## src/rtl/core/dvdd_pkg.sv

```systemverilog
`timescale 1ns / 1ps

package dvdd_pkg;

  // Status codes for one date.
  typedef enum logic [1:0] {
    ST_OK   = 2'd0,
    ST_YEAR = 2'd1,
    ST_MON  = 2'd2,
    ST_DAY  = 2'd3
  } status_e;

  // Register indexes, decoded from paddr[2].
  localparam logic REG_YEAR_FLOOR   = 1'b0;
  localparam logic REG_CURRENT_YEAR = 1'b1;

  localparam int unsigned RD_W   = 25;

  typedef struct packed {
    logic [13:0] year_a;
    logic [3:0]  month_a;
    logic [4:0]  day_a;
    logic [13:0] year_b;
    logic [3:0]  month_b;
    logic [4:0]  day_b;
  } req_t;

  typedef struct packed {
    status_e            status_a;
    status_e            status_b;
    logic signed [23:0] day_difference;
  } rsp_t;

  typedef struct packed {
    logic [13:0] year_floor;
    logic [13:0] current_year;
  } cfg_t;

  // Days in a month of a common year; zero for codes that are no month.
  function automatic logic [4:0] month_len(input logic [3:0] m);
    logic [4:0] len;
    case (m)
      4'd1, 4'd3, 4'd5, 4'd7, 4'd8, 4'd10, 4'd12: len = 5'd31;
      4'd4, 4'd6, 4'd9, 4'd11:                    len = 5'd30;
      4'd2:                                       len = 5'd28;
      default:                                    len = 5'd0;
    endcase
    return len;
  endfunction

  // (153*tm - 457)/5 for the March-based month tm that month code m maps to.
  function automatic logic [8:0] month_offset(input logic [3:0] m);
    logic [8:0] off;
    case (m)
      4'd0:    off = 9'd275;
      4'd1:    off = 9'd306;
      4'd2:    off = 9'd337;
      4'd3:    off = 9'd0;
      4'd4:    off = 9'd31;
      4'd5:    off = 9'd61;
      4'd6:    off = 9'd92;
      4'd7:    off = 9'd122;
      4'd8:    off = 9'd153;
      4'd9:    off = 9'd184;
      4'd10:   off = 9'd214;
      4'd11:   off = 9'd245;
      4'd12:   off = 9'd275;
      4'd13:   off = 9'd306;
      4'd14:   off = 9'd337;
      default: off = 9'd367;
    endcase
    return off;
  endfunction

endpackage

```

## src/rtl/core/dvdd_date_unit.sv

```systemverilog
`timescale 1ns / 1ps

module dvdd_date_unit (
  input  logic                          clk_i,
  input  dvdd_pkg::cfg_t                cfg_i,
  input  logic [13:0]                   year_i,
  input  logic [3:0]                    month_i,
  input  logic [4:0]                    day_i,
  output dvdd_pkg::status_e             status_o,
  output logic [dvdd_pkg::RD_W-1:0]     rd_o
);

  // Stage 1: range checks, March shift, reciprocal divisions by 100 and 400.
  logic        year_bad_d, year_bad_q;
  logic        month_bad_d, month_bad_q;
  logic        is_feb_d, is_feb_q;
  logic        mod4z_d, mod4z_q;
  logic [4:0]  len_base_d, len_base_q;
  logic [4:0]  day_d, day_q;
  logic [13:0] year_d, year_q;
  logic [7:0]  qy100_d, qy100_q;
  logic        neg_d, neg_q;
  logic [13:0] tyu_d, tyu_q;
  logic [7:0]  qt100_d, qt100_q;
  logic [5:0]  qt400_d, qt400_q;
  logic [8:0]  moff_d, moff_q;
  logic [26:0] prod_y100, prod_t100;
  logic [24:0] prod_t400;
  logic        shift;

  always_comb begin
    shift       = (month_i < 4'd3);
    year_bad_d  = (year_i < cfg_i.year_floor) ||
                  ({1'b0, year_i} > ({1'b0, cfg_i.current_year} + 15'd1));
    month_bad_d = !(month_i inside {[4'd1:4'd12]});
    is_feb_d    = (month_i == 4'd2);
    mod4z_d     = (year_i[1:0] == 2'd0);
    len_base_d  = dvdd_pkg::month_len(month_i);
    day_d       = day_i;
    year_d      = year_i;
    // x*5243 >> 19 equals x/100 for every 14-bit x.
    prod_y100   = 27'(year_i) * 27'd5243;
    qy100_d     = prod_y100[26:19];
    neg_d       = shift && (year_i == 14'd0);
    if (neg_d) begin
      tyu_d = 14'd0;
    end else if (shift) begin
      tyu_d = year_i - 14'd1;
    end else begin
      tyu_d = year_i;
    end
    prod_t100   = 27'(tyu_d) * 27'd5243;
    qt100_d     = prod_t100[26:19];
    prod_t400   = 25'(tyu_d[13:2]) * 25'd5243;
    qt400_d     = prod_t400[24:19];
    moff_d      = dvdd_pkg::month_offset(month_i);
  end

  always_ff @(posedge clk_i) begin
    year_bad_q  <= year_bad_d;
    month_bad_q <= month_bad_d;
    is_feb_q    <= is_feb_d;
    mod4z_q     <= mod4z_d;
    len_base_q  <= len_base_d;
    day_q       <= day_d;
    year_q      <= year_d;
    qy100_q     <= qy100_d;
    neg_q       <= neg_d;
    tyu_q       <= tyu_d;
    qt100_q     <= qt100_d;
    qt400_q     <= qt400_d;
    moff_q      <= moff_d;
  end

  // Stage 2: leap rule and day check; the 365*ty product and the small terms.
  logic              r100z, leap;
  logic [4:0]        len;
  dvdd_pkg::status_e status2_d, status2_q;
  logic [24:0]       p365_d, p365_q;
  logic [24:0]       s_d, s_q;

  always_comb begin
    r100z = (year_q == 14'(14'(qy100_q) * 14'd100));
    leap  = (mod4z_q && !r100z) || (r100z && (qy100_q[1:0] == 2'd0));
    len   = len_base_q + 5'(is_feb_q && leap);
    if (year_bad_q) begin
      status2_d = dvdd_pkg::ST_YEAR;
    end else if (month_bad_q) begin
      status2_d = dvdd_pkg::ST_MON;
    end else if ((day_q == 5'd0) || (day_q > len)) begin
      status2_d = dvdd_pkg::ST_DAY;
    end else begin
      status2_d = dvdd_pkg::ST_OK;
    end
    // Year -1 contributes -365 and every quotient truncates to zero.
    p365_d = neg_q ? (25'd0 - 25'd365) : (25'(tyu_q) * 25'd365);
    s_d    = 25'(tyu_q[13:2]) - 25'(qt100_q) + 25'(qt400_q) + 25'(moff_q)
             + 25'(day_q) - 25'd306;
  end

  always_ff @(posedge clk_i) begin
    status2_q <= status2_d;
    p365_q    <= p365_d;
    s_q       <= s_d;
  end

  // Stage 3: final sum.
  dvdd_pkg::status_e status3_q;
  logic [24:0]       rd_q;

  always_ff @(posedge clk_i) begin
    status3_q <= status2_q;
    rd_q      <= p365_q + s_q;
  end

  assign status_o = status3_q;
  assign rd_o     = rd_q;

endmodule

```

## src/rtl/core/date_validate_day_difference.sv

```systemverilog
`timescale 1ns / 1ps

// Channel   Direction  Handshake                      Payload
// request   in         start && !busy                 req_i  (dvdd_pkg::req_t)
// result    out        done_o, one cycle, no stall    rsp_o  (dvdd_pkg::rsp_t)
// config    in         psel && penable && pwrite      paddr, pwdata (APB, pready high)
//
// A request is taken in every cycle; busy is never raised.
// Each result passes through three stages per date (checks and reciprocal
// divisions, leap rule and the 365-day product, final sum) and one stage for
// the difference of the two day numbers.
// Reset clears the valid bits and restores year floor 1500 and current_year 2021.
// The receiver cannot stall, so the pipeline never holds.
module date_validate_day_difference (
  input  logic           clk_i,
  input  logic           rst_ni,
  input  logic           start,
  output logic           busy,
  input  dvdd_pkg::req_t req_i,
  output logic           done_o,
  output dvdd_pkg::rsp_t rsp_o,
  input  logic           psel,
  input  logic           penable,
  input  logic           pwrite,
  input  logic [2:0]     paddr,
  input  logic [31:0]    pwdata,
  output logic [31:0]    prdata,
  output logic           pready
);

  // Configuration registers. Only paddr[2] selects the register.
  dvdd_pkg::cfg_t cfg_q;
  logic           cfg_wr;

  assign pready = 1'b1;
  assign busy   = 1'b0;
  assign cfg_wr = psel && penable && pwrite && pready;

  always_ff @(posedge clk_i or negedge rst_ni) begin
    if (!rst_ni) begin
      cfg_q.year_floor   <= 14'd1500;
      cfg_q.current_year <= 14'd2021;
    end else if (cfg_wr) begin
      case (paddr[2])
        dvdd_pkg::REG_YEAR_FLOOR:   cfg_q.year_floor   <= pwdata[13:0];
        dvdd_pkg::REG_CURRENT_YEAR: cfg_q.current_year <= pwdata[13:0];
        default: ;
      endcase
    end
  end

  always_comb begin
    case (paddr[2])
      dvdd_pkg::REG_YEAR_FLOOR:   prdata = 32'(cfg_q.year_floor);
      dvdd_pkg::REG_CURRENT_YEAR: prdata = 32'(cfg_q.current_year);
      default:                    prdata = 32'd0;
    endcase
  end

  // Valid bits travel beside the three stages of the date units.
  logic       accept;
  logic [2:0] valid_q;

  assign accept = start && !busy;

  always_ff @(posedge clk_i or negedge rst_ni) begin
    if (!rst_ni) begin
      valid_q <= 3'd0;
    end else begin
      valid_q <= {valid_q[1:0], accept};
    end
  end

  // One converter for each date of the request.
  dvdd_pkg::status_e           status_a, status_b;
  logic [dvdd_pkg::RD_W-1:0]   rd_a, rd_b;

  dvdd_date_unit u_date_a (
    .clk_i    (clk_i),
    .cfg_i    (cfg_q),
    .year_i   (req_i.year_a),
    .month_i  (req_i.month_a),
    .day_i    (req_i.day_a),
    .status_o (status_a),
    .rd_o     (rd_a)
  );

  dvdd_date_unit u_date_b (
    .clk_i    (clk_i),
    .cfg_i    (cfg_q),
    .year_i   (req_i.year_b),
    .month_i  (req_i.month_b),
    .day_i    (req_i.day_b),
    .status_o (status_b),
    .rd_o     (rd_b)
  );

  // Output stage. The true difference always fits in 24 bits, so the low
  // bits of the 25-bit modular difference are exact.
  logic                      done_q;
  dvdd_pkg::rsp_t            rsp_d, rsp_q;
  logic [dvdd_pkg::RD_W-1:0] diff;

  always_comb begin
    diff                 = rd_a - rd_b;
    rsp_d.status_a       = status_a;
    rsp_d.status_b       = status_b;
    rsp_d.day_difference = diff[23:0];
  end

  always_ff @(posedge clk_i or negedge rst_ni) begin
    if (!rst_ni) begin
      done_q <= 1'b0;
    end else begin
      done_q <= valid_q[2];
    end
  end

  always_ff @(posedge clk_i) begin
    rsp_q <= rsp_d;
  end

  assign done_o = done_q;
  assign rsp_o  = rsp_q;

  // A result comes only from a request that start presented earlier.
  a_done_has_request: assert property (@(posedge clk_i) disable iff (!rst_ni)
    done_o |-> $past(start, 4))
    else $error("result without a matching request");

  // A good first date had a month in range and a nonzero day.
  a_ok_a_fields: assert property (@(posedge clk_i) disable iff (!rst_ni)
    (done_o && (rsp_o.status_a == dvdd_pkg::ST_OK)) |->
      (($past(req_i.month_a, 4) != 4'd0) && ($past(req_i.month_a, 4) <= 4'd12) &&
       ($past(req_i.day_a, 4) != 5'd0)))
    else $error("first date reported good with bad month or day");

  a_ok_b_fields: assert property (@(posedge clk_i) disable iff (!rst_ni)
    (done_o && (rsp_o.status_b == dvdd_pkg::ST_OK)) |->
      (($past(req_i.month_b, 4) != 4'd0) && ($past(req_i.month_b, 4) <= 4'd12) &&
       ($past(req_i.day_b, 4) != 5'd0)))
    else $error("second date reported good with bad month or day");

  // A day error on the first date is reported only when its month is in range.
  a_day_err_month: assert property (@(posedge clk_i) disable iff (!rst_ni)
    (done_o && (rsp_o.status_a == dvdd_pkg::ST_DAY)) |->
      (($past(req_i.month_a, 4) != 4'd0) && ($past(req_i.month_a, 4) <= 4'd12)))
    else $error("day error reported for an invalid month");

endmodule

```

## config.mk

```make
export PLATFORM = sky130hd
export DESIGN_NAME = date_validate_day_difference
export DESIGN_NICKNAME = d
export VERILOG_FILES = /design/src/rtl/core/dvdd_pkg.sv /design/src/rtl/core/dvdd_date_unit.sv /design/src/rtl/core/date_validate_day_difference.sv
export SDC_FILE = /design/constraint.sdc
export NUM_CORES = 2
export LEC_CHECK = 0
export ABC_CLOCK_PERIOD_IN_PS = 4330
export BUFFER_PORTS_ARGS = -buffer_cell sky130_fd_sc_hd__buf_2
export CAP_MARGIN = 15
export CORE_UTILIZATION = 49
export DETAILED_ROUTE_END_ITERATION = 10
export HOLD_SLACK_MARGIN = 0.1
export PLACE_DENSITY = 0.67
export SETUP_SLACK_MARGIN = 0.4
export SYNTH_ARGS = -nofsm -noshare
export SYNTH_HDL_FRONTEND = slang
export SYNTH_SLANG_ARGS = --single-unit
```

## constraint.sdc

```tcl
create_clock -name clk_i -period 4.33 [get_ports clk_i]
set_input_delay 0.6495 -clock clk_i [delete_from_list [all_inputs] [get_ports clk_i]]
set_output_delay 0.6495 -clock clk_i [all_outputs]
set_load 0.02 [all_outputs]
```

Word-level counts from Yosys, hierarchy flattened. Memories as Yosys holds them, arrays and structs flattened. A register that Yosys moved wholly into a read port is not among the register bits. Index checks and enable logic that the tools add are counted.

Flip-flop bits (word level): 332. Bits of input ports: 87. Logic and storage cells: 133. Memories: 4. Memory bits (read-only): 448. Output and inout bits: 63. Memory bits (writable): 0. Latch bits: 0.

Equal/unequal tests: 4. Div/mod/pow operators: 0. Reductions and logical operators: 32. Multiplexer cells: 11. Add/sub/neg operators: 18. Bitwise operators: 1. Shifts and indexed selects: 0. Magnitude comparators: 12. Multipliers: 10.

Memories: (no name shown) (depth 16, width 9, rd ports 1, clocked after memory_dff 1, write ports 0, RTL line dvdd_pkg.sv:54) `case (m)`; (no name shown) (depth 16, width 9, rd ports 1, clocked after memory_dff 1, write ports 0, RTL line dvdd_pkg.sv:54); (no name shown) (depth 16, width 5, rd ports 1, clocked after memory_dff 1, write ports 0, RTL line dvdd_pkg.sv:42) `case (m)`; (no name shown) (depth 16, width 5, rd ports 1, clocked after memory_dff 1, write ports 0, RTL line dvdd_pkg.sv:42).

Operator list (number): 14-bit by 13-bit multiplier with 27-bit output (second input constant) (4); 32-bit one-hot mux with 2 select lines (1); 14-bit two-way mux (4); 12-bit by 13-bit multiplier with 25-bit output (second input constant) (2); 24-bit adder (2); 24-bit by 5-bit adder with 24-bit output (2); 24-bit by 6-bit adder with 24-bit output (2); 24-bit by 9-bit adder with 24-bit output (2); 24-bit two-way mux (2); 24-bit by 9-bit subtractor with 24-bit output (second input constant) (2); 14-bit by 9-bit multiplier with 23-bit output (second input constant) (2); 14-bit by 15-bit greater-than comparator with 1-bit output (2); 14-bit equality test (2); 14-bit zero test (2); 14-bit less-than comparator (2); 14-bit by 1-bit subtractor with 14-bit output (second input constant) (2); 12-bit by 8-bit subtractor with 13-bit output (2); 8-bit by 5-bit multiplier with 12-bit output (second input constant) (2); 24-bit subtractor (1); 14-bit by 1-bit adder with 15-bit output (second input constant) (1); 1-bit logical AND (12); 5-bit by 1-bit adder with 5-bit output (2); 5-bit greater-than comparator (2); 5-bit zero test (2); 10 further kinds (29).

Logic depth before layout (Yosys ltp).
Word-level depth: 11. Mapped depth: 29. Depth with buffers taken out: 29.

Hierarchy. From an unflattened synthesis, not the netlist that was laid out.

Cells, all modules: 4469. Area, all modules: 42643.4 um^2.

Modules (own cells, without submodules): dvdd_date_unit at u_date_a (cells an instance 2093, instances 1, area each 19759.0 um^2, seq. area each 2842.7 um^2); dvdd_date_unit at u_date_b (cells an instance 2048, instances 1, area each 19506.2 um^2, seq. area each 2842.7 um^2); date_validate_day_difference (cells an instance 328, instances 1, area each 3378.2 um^2, seq. area each 1380.1 um^2).

Worst setup path after synthesis. Ideal clock, no wire load.

Path kind: input port to flip-flop. Start point: in req_i[31] (netlist name). End point: reg u_date_a.qt400_q[5]. Arrival: 7.018 ns. Data required time: 4.210 ns. Library setup time: 0.120 ns. Stages on the path: 27. Slack: -2.807 ns. Path buffers: 1. Path through: clkbuf_1 or2_2 nor2_2 nand2_1 a21oi_1 nand2_1 xnor2_1 nor2_1 fa_1 xor2_1 ha_1 a21oi_1 fa_1 inv_1 fa_1 inv_1 fa_1 inv_1 ha_1 a2111oi_0 o21ai_0 a211oi_1 o31ai_1 a2111oi_2 o31ai_1 a31o_2 xor2_1.

Cells in the longest elaborated chain, start to end: 4. Elaborated cells between the ends (all ways): 5. Those cells by class: mul: 1; order compare: 1; mux: 2; reduce/logical: 1.

Ends and longest elaborated chain: start: declaration (RTL line date_validate_day_difference.sv:19) `input dvdd_pkg::req_t req_i,`; 4-bit by 2-bit less-than comparator with 1-bit output (*) (RTL line dvdd_date_unit.sv:32) `shift = (month_i < 4'd3);`; 14-bit two-way mux or 1-bit logical AND (tied branches) (RTL line dvdd_date_unit.sv:47, dvdd_date_unit.sv:44); 14-bit two-way mux (*) (RTL line dvdd_date_unit.sv:45) `if (neg_d) begin`; via u_date_a.tyu_d[11] (RTL line dvdd_date_unit.sv:23) `logic [13:0] tyu_d, tyu_q;`; 12-bit by 13-bit multiplier with 25-bit output (*) (RTL line dvdd_date_unit.sv:54) `prod_t400 = 25'(tyu_d[13:2]) * 25'd5243;`; via u_date_a.prod_t400[24] (RTL line dvdd_date_unit.sv:28) `logic [24:0] prod_t400;`; end signal: assignment (RTL line dvdd_date_unit.sv:71) `qt400_q <= qt400_d;`; end: declaration (RTL line dvdd_date_unit.sv:25) `logic [5:0] qt400_d, qt400_q;`.

The timed path passes the listed nets; every way through them passes the cells marked *. A chain may end at the register's enable or synchronous reset.

Worst setup path after layout.
Start point: in req_i[34] (netlist name). End point: reg u_date_a.qt400_q[5].

Cells in the longest elaborated chain, start to end: 4. Elaborated cells between the ends (all ways): 6. Those cells by class: add/sub: 1; mul: 1; mux: 2; reduce/logical: 2.

Ends and longest elaborated chain (RTL line): 14-bit by 1-bit subtractor with 14-bit output or 14-bit zero test (tied branches) (dvdd_date_unit.sv:48, dvdd_date_unit.sv:44); 14-bit two-way mux or 1-bit logical AND (tied branches) (dvdd_date_unit.sv:47, dvdd_date_unit.sv:44); 14-bit two-way mux (*) (dvdd_date_unit.sv:45); via u_date_a.tyu_d[12] (dvdd_date_unit.sv:23); 12-bit by 13-bit multiplier with 25-bit output (*) (dvdd_date_unit.sv:54); via u_date_a.prod_t400[24] (dvdd_date_unit.sv:28).

Marked as above.

==> metrics.md <==
| Metric | Value |
|---|---|
| CTS tree | `built` |
| Core area | `0.0853 mm2` |
| Synth top area cells | `ha_1 (28%), fa_1 (22%), dfxtp_1 (15%)` |
| Final slew viol count | `0` |
| Asr flop ratio synth | `0.0904` |
| Unrepaired setup endpoints after global routing | `yes` |
| Total wire length | `105000 um` |
| Layout cells sized above 1 | `0.293` |
| Critical Path AT | `6.57 ns` |
| Drc violations | `0` |
| Die width | `296 um` |
| Reg clk slew, reported paths | `0.06 ns` |
| Post-synth EDFFs | `0` |
| Total gr overflow | `0` |
| Largest family of logic cells by synthesized area | `adder cells` |
| # H-tree levels | `2` |
| Maxcap violations | `0` |
| Synth area leader | `ha_1` |
| Synth Area in Compound Gates | `0.0891` |
| Failing checks | `negative setup slack` |
| Slew HR | `0.345` |
| WL/cell | `16.5 um` |
| FP Rows | `107` |
| Die Ht | `296 um` |
| Adder-cell area share of the yosys netlist | `0.497` |
| DP HPWL | `83400 um` |
| Clock Latency Late Sink | `0.61 ns` |
| Final setup vio count | `55` |
| Vias per inst | `5.06` |
| Design area | `0.0550 mm2` |
| Status | `complete, but fails checks` |
| CTS sink cnt | `354` |
| CP peak stage delay | `0.59 ns` |
| Num CTS Buffers | `43` |
| Fin crit period | `6.10 ns` |
| Gpl congestion | `0.910` |
| Placed cell count | `6135` |
| Pre-CTS setup slack | `-2.78 ns` |
| First drt pass iteration count | `5` |
| Area after DPL | `0.0488 mm2` |
| Synth-to-layout area growth | `30.0%` |
| Starting Density | `0.496` |
| Worst setup margin | `-1.77 ns` |
| Startpoint Class | `input pin` |
| Max clock buf depth | `3` |
| Sequential fraction of the synthesis area | `0.172` |
| WP data required | `4.80 ns` |
| Vias in the first global route | `33.8k` |
| Dominant synthesized flop cell | `dfxtp_1` |
| Full die area | `0.0875 mm2` |
| Vias | `32.1k` |
| Max Clock Freq | `164 MHz` |
| Post-Syn Instances | `4402` |
| Synth Area in Simple Gates | `0.0834` |
| Fin cells | `6353` |
| Routed Antenna Nets | `0` |
| Distinct cells, synth | `78` |
| IO buf count | `109` |
| DR iter-0 viols | `1214` |
| XOR/XNOR Fraction of Synth Area | `0.0478` |
| WS Path Type | `input pin to flop` |
| Final hold vios | `0` |
| Yosys synthesis warning count | `0` |
| Hold WC Path Type | `input pin to flop` |
| FF+latch count, synth | `354` |
| Worst clock skew | `0.0483 ns` |
| Final Cycle Share | `1.41` |
| CP Capture Type | `flop` |
| # IOs | `150` |
| Least-Margin Pin Slew | `0.981 ns` |
| Root Driver | `clkbuf_16` |
| Slowest library cell on the worst path | `fa_1` |
| Synth Cell Area | `0.0423 mm2` |
| Nets | `6665` |
| Worst Path Max Fanout | `4` |
| Mean Syn Cell Area | `9.61 um2` |
| Pin count of the biggest net entering global routing | `33` |
| Mux cell area share after synthesis | `0.0122` |
| Top-area cell type share of the netlist area | `0.280` |
| Global-route wire length before repair | `171000 um` |
| Tot GR Track Use | `0.245` |
| Initial antenna violation count | `13` |
-- cells in the mapped netlist, types with 41 or more instances --
cell type / count
inv_1: 1042
ha_1: 947
fa_1: 458
dfxtp_1: 322
a21oi_1: 169
nand2_1: 163
xnor2_1: 154
nor2_1: 134
o21ai_0: 111
a21o_1: 79
nand3_1: 77
xor2_1: 77
nor3_1: 53
nor2b_1: 46
nand2b_1: 43
or2_2: 41
-- metrics by stage --
stage                util  setup TNS, ns  hold WS (ns)
floorplan               -         -50.16         0.310
global placement    0.572         -81.34         0.315
detailed placement  0.572         -84.43         0.315
CTS                 0.632         -41.89         0.111
global route        0.645         -59.40         0.130
finish              0.645         -47.28         0.145
-- path summary, 6_finish.rpt --
path | startpoint | end | slack (ns) | depth (start not counted)
max | req_i[34] | u_date_a.qt400_q[5] | -1.77 | 32
min | start | valid_q[0] | 0.14 | 1
max reg2reg | u_date_a.qy100_q[2] | u_date_a.status2_q[0] | -0.76 | 26
min reg2reg | u_date_b.status_o[1] | rsp_o[25] | 0.31 | 0
max in group asynchronous | rst_ni | cfg_q[15] | 3.20 | 2
min in group asynchronous | rst_ni | cfg_q[14] | 0.64 | 2
-- worst max-delay path: cells and delay by family --
family / cells / cell delay (ns)
fa+ha+maj: 7 / 2.68
buf+inv: 8 / 0.59
xor+xnor: 3 / 0.46
simple gates: 4 / 0.42
compound gates: 10 / 1.74
-- kinds of logic after synthesis --
| family | count (synthesis) |
|---|---|
| other | 2 |
| flip-flops | 354 |
| buffers and inverters | 1088 |
| AO/OA/AOI/OAI | 577 |
| AND/OR/NAND/NOR | 701 |
| adder cells (fa/ha/maj) | 1405 |
| XOR/XNOR | 231 |
| multiplexers | 44 |
-- cell usage in the layout (no fill, tap or decap), drive strengths merged, types with 79 or more instances in the layout --
master and instances:
inv 1034, ha 947, buf 752, fa 458
dfxtp 322, a21oi 169, nand2 163, xnor2 154
nor2 135, o21ai 112, a21o 79
-- repair_timing --
item                       CTS  global route
pin swaps                  323           153
gates resized for setup    558           185
setup buffers              105            30
cloned                       1             0
hold endpoints to repair    15             0
setup endpoints to repair   93           102
hold buffers                 1             0
-- cell type report --
type	count	area (um2)
clock buffers	54	1160
well taps	1144	1430
diodes	2	5.00
repair buffers	753	6110
multi-input cells	2979	34500
fillers	6553	30300
inverters	1042	4030
clock inverters	25	413
flip-flops and latches	354	7320
-- metal layers --
layer | routed length (um) | track usage | vias up | part of all wire
met5 | 87 | 0 | - | 0.00083
met4 | 2660 | 0.0578 | 14 | 0.025
met3 | 5380 | 0.0417 | 189 | 0.051
met2 | 49100 | 0.411 | 659 | 0.47
met1 | 47700 | 0.329 | 15432 | 0.45
li1 | - | - | 15841 | -
-- registers in the layout (all words and copies together) (netlist names), 23 cells and up --
register         count
cfg_q               28
rsp_o               28
u_date_a.p365_q     24
u_date_a.rd_o       24
u_date_a.s_q        23
u_date_b.p365_q     24
u_date_b.rd_o       24
u_date_b.s_q        23
Power is left out: the tool's default activity adds up to more than one toggle a clock period on the data nets, which glitch-free logic cannot reach.
